**src/sv/b64e_pkg.sv**
```systemverilog
// b64e_pkg: shared types, constants and the character map for the base64 stream encoder.
// No dependencies; every module of the encoder imports it.
package b64e_pkg;

  localparam int unsigned ByteW  = 8;
  localparam int unsigned CharW  = 7;
  localparam int unsigned SextW  = 6;
  localparam int unsigned NcharW = 3;  // holds 2, 3 or 4

  localparam logic [CharW-1:0]  PadChar   = 7'd61;  // '='
  localparam logic [NcharW-1:0] NcharFull = 3'd4;
  localparam logic [NcharW-1:0] NcharOne  = 3'd2;   // one byte held: 2 chars + "=="
  localparam logic [NcharW-1:0] NcharTwo  = 3'd3;   // two bytes held: 3 chars + "="

  typedef struct packed {
    logic [ByteW-1:0] data_byte;
    logic             end_of_message;
  } in_item_t;

  typedef struct packed {
    logic [CharW-1:0] char_code;
    logic             run_last;
  } out_item_t;

  // One complete or zero-filled 24-bit group plus its count of alphabet chars.
  typedef struct packed {
    logic [ByteW-1:0]  b0;
    logic [ByteW-1:0]  b1;
    logic [ByteW-1:0]  b2;
    logic [NcharW-1:0] n_chars;
  } group_t;

  typedef struct packed {
    logic   vld;
    group_t grp;
  } grp_req_t;

  // Standard alphabet: A-Z, a-z, 0-9, '+', '/'.
  function automatic logic [CharW-1:0] b64_char(input logic [SextW-1:0] idx);
    logic [CharW-1:0] c;
    logic [CharW-1:0] x;
    x = {1'b0, idx};
    case (idx) inside
      [6'd0:6'd25]:  c = 7'd65 + x;            // 'A'
      [6'd26:6'd51]: c = 7'd97 + x - 7'd26;    // 'a'
      [6'd52:6'd61]: c = 7'd48 + x - 7'd52;    // '0'
      6'd62:         c = 7'd43;                // '+'
      default:       c = 7'd47;                // '/'
    endcase
    return c;
  endfunction

endpackage

```
**src/sv/b64e_front.sv**
```systemverilog
// b64e_front: accepts input bytes, gathers them into groups of three, hands groups on.
// Depends on b64e_pkg.
module b64e_front import b64e_pkg::*; (
  input  logic     clk_i,
  input  logic     rst_ni,
  input  logic     in_valid_i,
  output logic     in_stall_o,
  input  in_item_t in_item_i,
  input  logic     q_full_i,
  output grp_req_t push_o
);

  logic [1:0]       cnt_q, cnt_d;
  logic [ByteW-1:0] b0_q, b0_d, b1_q, b1_d;
  logic             acc;

  assign in_stall_o = q_full_i;
  assign acc        = in_valid_i & ~q_full_i;

  always_comb begin
    cnt_d  = cnt_q;
    b0_d   = b0_q;
    b1_d   = b1_q;
    push_o = '0;
    if (acc) begin
      if (cnt_q == 2'd2) begin
        push_o.vld = 1'b1;
        push_o.grp = '{b0: b0_q, b1: b1_q, b2: in_item_i.data_byte, n_chars: NcharFull};
        cnt_d      = 2'd0;
      end else if (in_item_i.end_of_message) begin
        push_o.vld = 1'b1;
        if (cnt_q == 2'd0) begin
          push_o.grp = '{b0: in_item_i.data_byte, b1: '0, b2: '0, n_chars: NcharOne};
        end else begin
          push_o.grp = '{b0: b0_q, b1: in_item_i.data_byte, b2: '0, n_chars: NcharTwo};
        end
        cnt_d = 2'd0;
      end else begin
        if (cnt_q == 2'd0) begin
          b0_d = in_item_i.data_byte;
        end else begin
          b1_d = in_item_i.data_byte;
        end
        cnt_d = cnt_q + 2'd1;
      end
    end
  end

  always_ff @(posedge clk_i or negedge rst_ni) begin
    if (!rst_ni) begin
      cnt_q <= 2'd0;
    end else begin
      cnt_q <= cnt_d;
    end
  end

  always_ff @(posedge clk_i) begin
    b0_q <= b0_d;
    b1_q <= b1_d;
  end

endmodule

```
**src/sv/b64e_queue.sv**
```systemverilog
// b64e_queue: two-entry group queue between the front and back ends.
// Depends on b64e_pkg.
module b64e_queue import b64e_pkg::*; (
  input  logic     clk_i,
  input  logic     rst_ni,
  input  grp_req_t push_i,
  output logic     full_o,
  output logic     valid_o,
  output group_t   head_o,
  input  logic     pop_i
);

  group_t     mem_q [2];
  logic       wr_q, rd_q;
  logic [1:0] cnt_q;
  logic       do_pop;

  assign full_o  = (cnt_q == 2'd2);
  assign valid_o = (cnt_q != 2'd0);
  assign head_o  = mem_q[rd_q];
  assign do_pop  = pop_i & valid_o;

  always_ff @(posedge clk_i or negedge rst_ni) begin
    if (!rst_ni) begin
      wr_q  <= 1'b0;
      rd_q  <= 1'b0;
      cnt_q <= 2'd0;
    end else begin
      if (push_i.vld) wr_q <= ~wr_q;
      if (do_pop)     rd_q <= ~rd_q;
      cnt_q <= cnt_q + {1'b0, push_i.vld} - {1'b0, do_pop};
    end
  end

  always_ff @(posedge clk_i) begin
    if (push_i.vld) mem_q[wr_q] <= push_i.grp;
  end

endmodule

```
**src/sv/b64e_back.sv**
```systemverilog
// b64e_back: splits each queued group into four 6-bit values and emits one char per cycle when not stalled.
// Depends on b64e_pkg.
module b64e_back import b64e_pkg::*; (
  input  logic      clk_i,
  input  logic      rst_ni,
  input  logic      q_valid_i,
  input  group_t    head_i,
  output logic      pop_o,
  output logic      out_valid_o,
  input  logic      out_stall_i,
  output out_item_t out_item_o
);

  logic [1:0]       k_q;
  logic             ov_q;
  out_item_t        out_q;
  logic             load;
  logic [SextW-1:0] sext;
  logic [CharW-1:0] ch;

  assign load = q_valid_i & (~ov_q | ~out_stall_i);
  assign pop_o = load & (k_q == 2'd3);

  always_comb begin
    case (k_q)
      2'd0:    sext = head_i.b0[7:2];
      2'd1:    sext = {head_i.b0[1:0], head_i.b1[7:4]};
      2'd2:    sext = {head_i.b1[3:0], head_i.b2[7:6]};
      default: sext = head_i.b2[5:0];
    endcase
    ch = ({1'b0, k_q} < head_i.n_chars) ? b64_char(sext) : PadChar;
  end

  always_ff @(posedge clk_i or negedge rst_ni) begin
    if (!rst_ni) begin
      k_q  <= 2'd0;
      ov_q <= 1'b0;
    end else begin
      if (load) k_q <= k_q + 2'd1;
      ov_q <= load | (ov_q & out_stall_i);
    end
  end

  always_ff @(posedge clk_i) begin
    if (load) begin
      out_q.char_code <= ch;
      out_q.run_last  <= (k_q == 2'd3);
    end
  end

  assign out_valid_o = ov_q;
  assign out_item_o  = out_q;

endmodule

```
**src/sv/base64_stream_encoder.sv**
```systemverilog
// base64_stream_encoder: top level of the streaming base64 encoder (standard alphabet).
// Depends on b64e_pkg, b64e_front, b64e_queue, b64e_back.
//
// Usage:
//   Input channel (in_valid_i / in_stall_o / in_item_i): one raw byte per item plus
//   an end_of_message flag on the final byte of a message. An item is taken at a
//   clock edge with valid high and stall low.
//   Output channel (out_valid_o / out_stall_i / out_item_o): one ASCII char per item.
//   Every third byte, and every final byte, yields four chars; run_last marks the
//   fourth. A partial final group is zero-filled and padded with '='.
// Timing:
//   Front end takes one byte per cycle as long as the two-entry group queue has room.
//   Back end emits one char per cycle while out_stall_i is low, four per group; the
//   chars of a group are loaded one by one from the queue head into the output register.
//   Sustained rate is set by the back end: 4 chars per 3 bytes on full groups and
//   4 chars per one-byte message.
// Reset: clears the held byte count, the queue, the char index and the output valid
//   flag; no init sweep, the block accepts items as soon as reset is released.
// Stall: out_stall_i holds the output register; the queue fills and then
//   in_stall_o rises until the back end frees an entry.
module base64_stream_encoder import b64e_pkg::*; (
  input  logic      clk_i,
  input  logic      rst_ni,
  input  logic      in_valid_i,
  output logic      in_stall_o,
  input  in_item_t  in_item_i,
  output logic      out_valid_o,
  input  logic      out_stall_i,
  output out_item_t out_item_o
);

  grp_req_t push;
  logic     q_full, q_valid, pop;
  group_t   head;

  b64e_front u_front (
    .clk_i      (clk_i),
    .rst_ni     (rst_ni),
    .in_valid_i (in_valid_i),
    .in_stall_o (in_stall_o),
    .in_item_i  (in_item_i),
    .q_full_i   (q_full),
    .push_o     (push)
  );

  b64e_queue u_queue (
    .clk_i   (clk_i),
    .rst_ni  (rst_ni),
    .push_i  (push),
    .full_o  (q_full),
    .valid_o (q_valid),
    .head_o  (head),
    .pop_i   (pop)
  );

  b64e_back u_back (
    .clk_i       (clk_i),
    .rst_ni      (rst_ni),
    .q_valid_i   (q_valid),
    .head_i      (head),
    .pop_o       (pop),
    .out_valid_o (out_valid_o),
    .out_stall_i (out_stall_i),
    .out_item_o  (out_item_o)
  );

endmodule
```
**config.mk**
```make
export PLATFORM = sky130hd
export DESIGN_NAME = base64_stream_encoder
export DESIGN_NICKNAME = d
export VERILOG_FILES = /design/src/sv/b64e_pkg.sv /design/src/sv/b64e_front.sv /design/src/sv/b64e_queue.sv /design/src/sv/b64e_back.sv /design/src/sv/base64_stream_encoder.sv
export SDC_FILE = /design/constraint.sdc
export NUM_CORES = 1
export LEC_CHECK = 0
export BUFFER_PORTS_ARGS = -buffer_cell sky130_fd_sc_hd__buf_4
export CORE_ASPECT_RATIO = 1.1
export CORE_MARGIN = 2
export CORE_UTILIZATION = 40
export CTS_CLUSTER_DIAMETER = 80
export DETAILED_ROUTE_END_ITERATION = 7
export PLACE_DENSITY = 0.63
export SLEW_MARGIN = 20
export SYNTH_ARGS = -nofsm -noshare
export SYNTH_HDL_FRONTEND = slang
export SYNTH_SLANG_ARGS = --single-unit
```
**constraint.sdc**
```tcl
create_clock -name clk_i -period 3 [get_ports clk_i]
set_input_delay 0.45 -clock clk_i [delete_from_list [all_inputs] [get_ports clk_i]]
set_output_delay 0.45 -clock clk_i [all_outputs]
set_load 0.005 [all_outputs]
```
# [Word level (Yosys, flattened, before mapping)]
# Memory sizes are Yosys's and may differ from the RTL's.
# Index checks and enable logic that the tools add are counted.
[word_totals] regBits=33 memories=1 in_bits=13 out_inout_bits=10 mem_bits_rw=54
[classes] muxes=13 add_sub_neg=9 bitwise=15 eq_ne=6 reduce_logical=8 magnitude_cmp=7
[memory_table] name="u_queue.mem_q" words=2 word_bits=27 read_ports=1 rd_ports_with_merged_regs=0 wr=1 line_no="b64e_queue.sv:13" text="group_t mem_q [2];"
[ops] op="$mux W28" n=3
[ops] op="$mux W27" n=1
[ops] op="$mux W7" n=3
[ops] op="$pmux W6 S3" n=1
[ops] op="$add A7 B6 Y7 const A" n=2
[ops] op="$le A6 B6 Y1 const B" n=2
[ops] op="$eq A2 B2 Y1 const B" n=4
[ops] op="$not A1 Y1" n=8
[ops] op="$reduce_and A4 Y1" n=2
[ops] op="$add A6 B6 Y7 const A" n=1
[ops] op="$sub A7 B5 Y7 const B" n=1
[ops] op="$sub A7 B6 Y7 const B" n=1
[ops] op="$eq A6 B6 Y1 const B" n=1
[ops] op="$ge A6 B1 Y1 const B" n=1
[ops] op="$ge A6 B5 Y1 const B" n=1
[ops] op="$ge A6 B6 Y1 const B" n=1
[ops] op="$le A6 B5 Y1 const B" n=1
[ops] op="$and A1 B1 Y1" n=5
[ops] op="$add A2 B1 Y2 const B" n=2
[ops] op="$logic_not A2 Y1" n=2
[ops] op="$mux W2" n=2
[ops] op="$logic_and A1 B1 Y1" n=3
[ops] op="$lt A2 B3 Y1" n=1
[ops] op="$mux W3" n=1
[ops] op="6 further kinds" n=8

# [Logic depth before layout (Yosys ltp)]
# Gate-level depths: netlist of run 1.
[depth] word_depth=7 mapped_depth=15

# [Modules after synthesis]
# A second synthesis of run 1 with hierarchy kept.
[hier_totals] cells_unflattened=281 area_unflattened_um2=4266.6
[by_module_without_submodules] mod="b64e_queue" seq_area_each_um2=1721.7 n_inst=1 area_per_inst_um2=2248.4 cells_each=101
[by_module_without_submodules] mod="b64e_back" seq_area_each_um2=315.3 n_inst=1 area_per_inst_um2=1072.3 cells_each=107
[by_module_without_submodules] mod="b64e_front" seq_area_each_um2=530.5 n_inst=1 area_per_inst_um2=945.9 cells_each=73

# [Worst setup path before layout of run 1]
# OpenSTA, ideal clock, no wires.
[synth_timing] path_kind="reg2reg" startpoint="register u_queue.cnt_q[1]" endpoint="memory u_queue.mem_q[0][0] (netlist name) (enable)" arrival_time_ns=2.767 period_less_slack_ns=3.212 path_slack_ns=-0.212 stages_incl_launch_ff=5 setup_time_ns=0.445 cell_sequence="dfrtp_1 > nand2_1 > nand2_1 > clkbuf_1 > nor3_1"
[synth_via] elab_chain_len=6
[synth_rtl] item="from (decl)" line_no="b64e_queue.sv:15" text="logic [1:0] cnt_q;"
[synth_rtl] item="from (signal assigned)" line_no="b64e_queue.sv:31" text="cnt_q <= cnt_q + {1'b0, push_i.vld} - {1'b0, do_pop};"
[synth_rtl] item="$eq A2 B2 Y1" line_no="b64e_queue.sv:18" text="assign full_o = (cnt_q == 2'd2);"
[synth_rtl] item="$not A1 Y1" line_no="b64e_front.sv:18" text="assign acc = in_valid_i & ~q_full_i;"
[synth_rtl] item="$and A1 B1 Y1" line_no="b64e_front.sv:18"
[synth_rtl] item="$mux W28" line_no="b64e_front.sv:25" text="if (acc) begin"
[synth_rtl] item="$mux W1" line_no="b64e_queue.sv:36" text="if (push_i.vld) mem_q[wr_q] <= push_i.grp;"
[synth_rtl] item="$mux W1 (not written as such)" line_no="b64e_queue.sv:36"
[synth_rtl] item="to (decl)" line_no="b64e_queue.sv:13"
# No other way between the ends.

# [Worst setup path after layout of run 1]
[layout_timing] startpoint="register u_back.k_q[0]" endpoint="register u_back.out_q (netlist bit u_back.out_item_o[3]), data pin"
[layout_via] elab_chain_len=7 word_cells_on_any_way=24 classes_between="add/sub (5); order compare (7); eq/ne (3); mux (5); reduce/logical (4)"
[layout_rtl] item="from (decl)" line_no="b64e_back.sv:14" text="logic [1:0] k_q;"
[layout_rtl] item="from (signal assigned)" line_no="b64e_back.sv:39" text="if (load) k_q <= k_q + 2'd1;"
[layout_rtl] item="$eq A2 B2 Y1, or another cell as far along" line_no="b64e_back.sv:25" text="case (k_q)"
[layout_rtl] item="$pmux W6 S3" line_no="b64e_back.sv:25"
[layout_rtl] item="$add A6 B6 Y7, or another cell as far along" line_no="b64e_pkg.sv:46" text="[6'd52:6'd61]: c = 7'd48 + x - 7'd52;"
[layout_rtl] item="$sub A7 B6 Y7, or another cell as far along" line_no="b64e_pkg.sv:46"
[layout_rtl] item="$mux W7 (3 in a row)" line_no="b64e_pkg.sv:43" text="case (idx) inside"
[layout_rtl] item="to (decl)" line_no="b64e_back.sv:16" text="out_item_t out_q;"
# Several ways; a longest one is shown, not always the timed one.
# A chain may end at the register's enable or synchronous reset.

==> results of run 1 <==
==> how the worst max path moves through the flow <==
| stage | slack [ns] | startpoint | end | cells past startpoint |
|---|---|---|---|---|
| floorplan | 0.06 | u_back.k_q[0] | u_back.out_item_o[3] | 13 |
| global placement | 0.002 | u_back.k_q[1] | u_back.out_item_o[5] | 12 |
| detailed placement | -0.09 | u_back.k_q[0] | u_back.out_item_o[5] | 12 |
| CTS | 0.01 | u_back.k_q[0] | u_back.out_item_o[3] | 13 |
| global route | -0.05 | u_back.k_q[0] | u_back.out_item_o[3] | 15 |
| finish | 0.08 | u_back.k_q[0] | u_back.out_item_o[3] | 15 |
==> state kept, by name, summed over array words and instances, names as in the netlist <==
name                count
u_front.b0_q            8
u_queue.mem_q          54
u_front.b1_q            8
u_front.cnt_q           2
u_queue.wr_q            1
u_queue.cnt_q           2
u_queue.rd_q            1
u_back.out_item_o       8
u_back.out_valid_o      1
u_back.k_q              2
==> worst max-delay path, cell delays in order, from the launching register on <==
cell and delay (ns):
sky130_fd_sc_hd__dfrtp_2 0.45, sky130_fd_sc_hd__inv_4 0.10, sky130_fd_sc_hd__ha_4 0.17, sky130_fd_sc_hd__buf_4 0.13, sky130_fd_sc_hd__a22oi_2 0.07, sky130_fd_sc_hd__a32oi_1 0.19
sky130_fd_sc_hd__nand2_1 0.12, sky130_fd_sc_hd__buf_4 0.15, sky130_fd_sc_hd__ha_1 0.21, sky130_fd_sc_hd__inv_1 0.11, sky130_fd_sc_hd__a21oi_1 0.09, sky130_fd_sc_hd__a21o_1 0.18
sky130_fd_sc_hd__o21a_1 0.21, sky130_fd_sc_hd__nor2_1 0.14, sky130_fd_sc_hd__nor4b_2 0.25, sky130_fd_sc_hd__a311oi_2 0.06
==> metal layers <==
layer  share of wire  up-vias  track usage
met5               0        -            0
met4           0.027        0       0.0658
met3           0.033       17       0.0408
met2            0.51       55        0.256
met1            0.43     1309        0.190
li1                -     1333            -
==> cells in the mapped netlist (2+ instances only) <==
| library cell | n | area share |
|---|---|---|
| sky130_fd_sc_hd__edfxtp_1 | 78 | 0.56 |
| sky130_fd_sc_hd__nor3_1 | 9 | 0.011 |
| sky130_fd_sc_hd__and2_1 | 11 | 0.016 |
| sky130_fd_sc_hd__ha_1 | 20 | 0.060 |
| sky130_fd_sc_hd__o21a_1 | 3 | 0.0054 |
| sky130_fd_sc_hd__a31oi_1 | 3 | 0.0045 |
| sky130_fd_sc_hd__clkbuf_1 | 9 | 0.0081 |
| sky130_fd_sc_hd__a21o_1 | 4 | 0.0072 |
| sky130_fd_sc_hd__inv_1 | 21 | 0.019 |
| sky130_fd_sc_hd__nor4_1 | 2 | 0.0030 |
| sky130_fd_sc_hd__dfrtp_1 | 9 | 0.054 |
| sky130_fd_sc_hd__nand3_2 | 4 | 0.0095 |
| sky130_fd_sc_hd__xor2_1 | 4 | 0.0084 |
| sky130_fd_sc_hd__o21ai_0 | 12 | 0.014 |
| sky130_fd_sc_hd__nand2_1 | 38 | 0.034 |
| sky130_fd_sc_hd__nor2_1 | 19 | 0.017 |
| sky130_fd_sc_hd__xnor2_1 | 8 | 0.017 |
| sky130_fd_sc_hd__a211o_1 | 2 | 0.0042 |
| sky130_fd_sc_hd__a22oi_1 | 20 | 0.036 |
| sky130_fd_sc_hd__a22o_1 | 8 | 0.017 |
| sky130_fd_sc_hd__nor2b_1 | 3 | 0.0045 |
| sky130_fd_sc_hd__a21oi_1 | 3 | 0.0036 |
| sky130_fd_sc_hd__nand3_1 | 12 | 0.014 |
| sky130_fd_sc_hd__buf_2 | 3 | 0.0036 |
| sky130_fd_sc_hd__mux2i_1 | 9 | 0.021 |
==> through the flow <==
stage	cells	setup slack, ns	utilization	cell area [µm²]
2_1_floorplan	336	0.0619	-	4200
3_3_place_gp	509	0.00191	0.451	4650
3_5_place_dp	509	-0.0947	0.451	4650
4_1_cts	526	0.0136	0.483	4970
5_1_grt	536	-0.0519	0.508	5230
6_report	536	0.0758	0.508	5230
==> logic make-up after synthesis <==
logic type                 count (synthesis)  share of synthesized area
AOI/OAI and AO/OA                         64                      0.114
xor gates and xnor gates                  12                     0.0251
adders and majority gates                 20                     0.0597
buffers and inverters                     36                     0.0358
DFF                                       87                      0.612
muxes                                      9                     0.0215
and+or+nand+nor                          108                      0.132
==> repair_timing <==
action,in CTS,in global routing
pin swaps,0,14
endpoints found under the hold margin,9,0
setup buffers,0,11
hold buffers,1,0
setup endpoints to repair,5,7
resized for setup,3,43
==> area by class of cell <==
type / instances / area [µm²] / share of cell area
Clock buffer: 11 / 233 / 0.0445
Clock inverter: 5 / 73.8 / 0.0141
Inverter: 22 / 90.1 / 0.0172
Multi-Input combinational cell: 213 / 1640 / 0.314
Sequential cell: 87 / 2570 / 0.492
Tap cell: 143 / 179 / 0.0342
Timing Repair Buffer: 55 / 439 / 0.0840
==> out/summary.md, run 1 <==
• complete, no violations — run status
• 23 — IO Count
• 2714 — count of vias placed by the detailed router
• 87 — CTS sink count
• 28 — maximum number of pins on one net before global-route repair
• u_back.out_item_o[3] — worst reg2reg endpoint
• u_back.k_q[0] — critical register-to-register path startpoint
• 421 — Post-layout nets
• 5.06 — number of vias per cell
• 0 — number of antenna diodes
• 102 µm — die width
• 9 — number of CTS-inserted buffers
• 0.314 ns — Post-Route Hold Slack
• built — clock tree from TritonCTS
• 2.98 ns — Data arrival, critical path
• 0.975 — share of the clock period used by the worst path after layout
• 0.34 ns — Skew-Pair Late Insertion Delay
• 5 — maximum fanout along the worst path
• 0 — count of endpoints failing setup in the final report
• 0 — global route total overflow
• 2.92 ns — post-layout min period
• 0.267 — fraction of final layout cells sized beyond drive strength 1
• 13200 µm — global-route wire length before repair
• flop — capturing element type of the critical path
• 87 — synthesis-stage register bit count
• 24.7% — Area Growth Syn to Fin
• 0.438 — Max-slew headroom
• 0.0113 mm² — die area
• yes — unrepaired setup endpoints after global routing
• 78 — count of flip-flops with a built-in enable after synthesis
• input port to flop — type of the tightest min-delay check
• 0.867 — routability-driven placement congestion ratio
• sky130_fd_sc_hd__clkbuf_16 — buffer type at the clock tree root
• 0.06 ns — clock slew at reported path FFs
• 2580 — number of global-route vias before repair
• 0.0103 mm² — floorplan core area
• 0.155 — Overall Global Routing Usage
• 880 — number of filler instances in the final layout
• 0 — number of hold violations in the final report
• 369 — synthesized net count
• 0.612 — share of synthesized area occupied by flip-flops and latches
• 78 x sky130_fd_sc_hd__edfxtp_1, 50 x sky130_fd_sc_hd__buf_4, 38 x sky130_fd_sc_hd__nand2_1, 19 x sky130_fd_sc_hd__nor2_1, 17 x sky130_fd_sc_hd__inv_1 — leading cell types in the layout, fill and taps excluded
• 0.00544 ns — clock skew
• 22 — port buffer count
• 39 — # rows
• 0.08 ns — minimum setup slack among reg-to-reg paths
• u_back.out_valid_o — endpoint with the worst hold slack
• 12.5 µm² — mean area per synthesized cell
• 0 ns — final setup TNS
• 15 — Worst R2R Path Depth
• 3 — H-Tree Level Count
• 5860 µm — sum of net half-perimeters after detailed placement
• 16.0 µm — detail-routed net length per standard cell
• 0 — remaining number of nets flagged by the antenna check after routing
• 0 — number of max-capacitance violations reported
• 0.836 ns — transition time at the pin with the least slew margin
• 336 — number of instances in the synthesized netlist
• 4 — total iterations of the first detailed-routing run
• sky130_fd_sc_hd__edfxtp_1 — Synth Flop Type
• 8550 µm — total wire length
• 47 — number of distinct standard cells referenced by the synthesized netlist
• sky130_fd_sc_hd__edfxtp_1 — commonest non-fill, non-tap cell in the layout
• 2 — maximum buffer depth of the clock tree
• 3 — instance count along the most critical hold path
• flop to flop — startpoint-to-endpoint class of the critical path
• 0 — # DRC
• 0.103 — share of synthesized flip-flops with an asynchronous set or reset
• 188 — DRC violation total after the first TritonRoute iteration
• 0.407 — starting utilization of the core area
• 0.00419 mm² — summed instance area of the synthesized netlist
• 0 — max-slew violation count
• 111 µm — chip height
• flop — CP Launch Type
• 0.342 GHz — Highest Clock Rate
• out_stall_i — startpoint of the worst hold path
• 3.06 ns — required time at the endpoint of the critical path
• 0 — Yosys Warn Count
• 0 — antenna violations before repair
Power of run 1 is left out: the tool's default activity adds up to more than one toggle a clock period on the data nets, which glitch-free logic cannot reach.
==> run 2: changes to the inputs <==
CORE_ASPECT_RATIO = 1.4   (was 1.1)
CORE_MARGIN = 1.5   (was 2)
SYNTH_HIERARCHICAL = 1   (was not set)
==> out/summary.md, run 2 <==
• finished with violations — run status, was complete, no violations
• negative setup slack — violations in the final reports
• 125 µm — chip height, was 111 µm
• 0.438 — fraction of final layout cells sized beyond drive strength 1, was 0.267
• 0.0113 mm² — die area, about the same
• 360 — Post-layout nets, was 421
• 23 — IO Count, unchanged
• 0.103 — share of synthesized flip-flops with an asynchronous set or reset, unchanged
• 281 — number of instances in the synthesized netlist, was 336
• 0 — number of max-capacitance violations reported, unchanged
• 6.21 mW — total design power
• 87 — synthesis-stage register bit count, unchanged
• flop — capturing element type of the critical path, unchanged
• 87 — CTS sink count, unchanged
• 442 µV — Max VDD drop
• 0.07 ns — clock slew at reported path FFs, was 0.06 ns
• 3 — H-Tree Level Count, unchanged
• 5.20 — number of vias per cell, was 5.06
• sky130_fd_sc_hd__edfxtp_1 — area leader, netlist, unchanged
• 0.602 — share of synthesized area occupied by flip-flops and latches, was 0.612
• 0 — # DRC, unchanged
• flop to flop — startpoint-to-endpoint class of the critical path, unchanged
• 6 — Yosys Warn Count, was 0
• 8 — maximum fanout along the worst path, was 5
• 22 — port buffer count, unchanged
• 1.97 nW — reported leakage power
• 17.0 µm — detail-routed net length per standard cell, was 16.0 µm
• u_queue/mem_q — largest register by flop count, was u_queue.mem_q
• buf_12, mux2_4, a222oi_1, mux2i_4, inv_2, ha_4, a2bb2oi_2, o211ai_1, a31oi_4, nand2b_1, o311ai_2, nand3_1 — cell-by-cell listing of the critical path, was inv_4, ha_4, buf_4, a22oi_2, a32oi_1, nand2_1, buf_4, ha_1, inv_1, a21oi_1, a21o_1, o21a_1, nor2_1, nor4b_2, a311oi_2
• 1.04 — share of the clock period used by the worst path after layout, was 0.975
• 0.316 ns — Post-Route Hold Slack, was 0.314 ns
• 0 — global route total overflow, unchanged
• sky130_fd_sc_hd__edfxtp_1 — most repeated cell in the gate-level netlist after synthesis, unchanged
• 0.549 — top-area cell type share of the netlist area, was 0.558
• 61 — number of distinct standard cells referenced by the synthesized netlist, was 47
• 15.2 µm² — mean area per synthesized cell, was 12.5 µm²
• 0 — max-slew violation count, unchanged
• 5610 µm — sum of net half-perimeters after detailed placement, was 5860 µm
• 0.320 GHz — Highest Clock Rate, was 0.342 GHz
• 0.52 ns — Crit path largest cell delay, was 0.45 ns
• 2 — maximum buffer depth of the clock tree, unchanged
• 2406 — number of global-route vias before repair, was 2580
• sky130_fd_sc_hd__edfxtp_1 55%, sky130_fd_sc_hd__mux2_4 6.7%, sky130_fd_sc_hd__dfrtp_1 5.3% — cells taking the most area after synthesis, was sky130_fd_sc_hd__edfxtp_1 56%, sky130_fd_sc_hd__ha_1 6.0%, sky130_fd_sc_hd__dfrtp_1 5.4%
• sky130_fd_sc_hd__clkbuf_16 — buffer type at the clock tree root, unchanged
• 12500 µm — global-route wire length before repair, was 13200 µm
• built — clock tree from TritonCTS, unchanged
• 3.22 ns — Data arrival, critical path, was 2.98 ns
• 0 — remaining number of nets flagged by the antenna check after routing, unchanged
• 0.410 — starting utilization of the core area, was 0.407
• 54 — flip-flop count of the largest register, all copies and words added, unchanged
• 0 — number of hold violations in the final report, unchanged
• 21.7% — Area Growth Syn to Fin, was 24.7%
• 3.13 ns — post-layout min period, was 2.92 ns
• 5 — total iterations of the first detailed-routing run, was 4
• -0.127 ns — post-route worst setup slack, was 0.0758 ns
• flop — CP Launch Type, unchanged
• yes — unrepaired setup endpoints after global routing, unchanged
• 78 x sky130_fd_sc_hd__edfxtp_1, 19 x sky130_fd_sc_hd__mux2_4, 16 x sky130_fd_sc_hd__inv_1 — leading cell types by count after synthesis, was 78 x sky130_fd_sc_hd__edfxtp_1, 38 x sky130_fd_sc_hd__nand2_1, 21 x sky130_fd_sc_hd__inv_1
• 0.144 — Overall Global Routing Usage, was 0.155
• 0.590 — Max-slew headroom, was 0.438
• 8080 µm — total wire length, was 8550 µm
• 0 — antenna violations before repair, unchanged
• 44 — # rows, was 39
• sky130_fd_sc_hd__edfxtp_1 — Synth Flop Type, unchanged
• 0.862 — routability-driven placement congestion ratio, was 0.867
• 0 — number of antenna diodes, unchanged
• 149 — DRC violation total after the first TritonRoute iteration, was 188
• sky130_fd_sc_hd__edfxtp_1 — commonest non-fill, non-tap cell in the layout, unchanged
• -0.292 ns — final setup TNS, was 0 ns
• 78 — count of flip-flops with a built-in enable after synthesis, unchanged
• 9 — number of CTS-inserted buffers, unchanged
• 28 — maximum number of pins on one net before global-route repair, unchanged
• 3.09 ns — required time at the endpoint of the critical path, was 3.06 ns
• 0.34 ns — Skew-Pair Late Insertion Delay, about the same
• 1200 mW/mm² — total power divided by cell area
• 308 — synthesized net count, was 369
• 6 — count of endpoints failing setup in the final report, was 0
• 0.611 ns — transition time at the pin with the least slew margin, was 0.836 ns
• 78 x sky130_fd_sc_hd__edfxtp_1, 46 x sky130_fd_sc_hd__buf_4, 19 x sky130_fd_sc_hd__mux2_4, 14 x sky130_fd_sc_hd__inv_1, 14 x sky130_fd_sc_hd__a22o_2 — leading cell types in the layout, fill and taps excluded, was 78 x sky130_fd_sc_hd__edfxtp_1, 50 x sky130_fd_sc_hd__buf_4, 38 x sky130_fd_sc_hd__nand2_1, 19 x sky130_fd_sc_hd__nor2_1, 17 x sky130_fd_sc_hd__inv_1
• 0.00427 mm² — summed instance area of the synthesized netlist, was 0.00419 mm²
• 0.00486 ns — clock skew, was 0.00544 ns
• 0.0104 mm² — floorplan core area, was 0.0103 mm²
• 90.3 µm — die width, was 102 µm
• input port to flop — type of the tightest min-delay check, unchanged
• 2475 — count of vias placed by the detailed router, was 2714
• sky130_fd_sc_hd__a222oi_1 — critical-path cell with the highest stage delay, was sky130_fd_sc_hd__dfrtp_2
run 2: where the power goes:
| part | switching (mW) | internal [mW] |
|---|---|---|
| sequential | 0.113 | 1.71 |
| clock | 0.489 | 0.580 |
| combinational | 1.70 | 1.62 |
run 2: per-stage QoR:
stage	setup slack (ns)	instances	util	cell area (µm²)
global route	-0.180	476	0.499	5190
finish	-0.127	476	0.499	5190
detailed placement	0.0307	445	0.445	4630
global placement	0.106	445	0.445	4630
CTS	0.0291	462	0.473	4920
floorplan	0.0488	281	-	4270
run 2: logic make-up after synthesis:
group	after synthesis	synth area share
flip-flops	87	0.602
AO/OA/AOI/OAI	57	0.116
AND/OR/NAND/NOR	54	0.0768
multiplexers	34	0.110
buffers and inverters	27	0.0387
adder cells (fa/ha/maj)	14	0.0411
XOR/XNOR	8	0.0164
run 2: critical path, delay by kind of cell (launching register included):
kind | cells | cell delay, ns
AO/OA/AOI/OAI | 5 | 1.26
flip-flops | 1 | 0.46
multiplexers | 2 | 0.45
buffers and inverters | 2 | 0.30
AND/OR/NAND/NOR | 2 | 0.25
adder cells (fa/ha/maj) | 1 | 0.15
run 2: path summary, 6_finish.rpt:
kind                              start                    to  slack (ns)  cells past startpoint
max                        u_queue/rd_q  u_back/out_item_o[3]       -0.13                     12
min                        in_item_i[6]       u_front/b0_q[5]        0.32                      1
min in group asynchronous        rst_ni      u_front/cnt_q[0]        0.48                      2
max in group asynchronous        rst_ni          u_queue/rd_q        2.37                      2
max reg2reg                u_queue/rd_q  u_back/out_item_o[3]       -0.13                     12
min reg2reg                u_queue/wr_q          u_queue/wr_q        0.50                      1
run 2: repair_timing:
action / in CTS / in global routing
gates resized for setup: 0 / 31
setup buffers: 0 / 13
hold endpoints to repair: 9 / 0
endpoints found under the setup margin: 0 / 5
hold buffers: 1 / 0
run 2: per-layer routing:
| layer | part of all wire | wire length, µm | GRT usage |
|---|---|---|---|
| met1 | 0.39 | 3170 | 0.154 |
| met2 | 0.55 | 4450 | 0.255 |
| met3 | 0.033 | 264 | 0.0408 |
| met4 | 0.025 | 200 | 0.0766 |
| met5 | 0 | 0 | 0 |
run 2: final cells by class:
type	count	area [µm²]
clock buffers	9	225
clock inverters	7	61.3
fillers	857	5210
inverters	16	60.1
multi-input cells	167	1670
flip-flops and latches	87	2570
well taps	138	173
repair buffers	52	434
No activity file was read; power rests on OpenSTA's default activity.
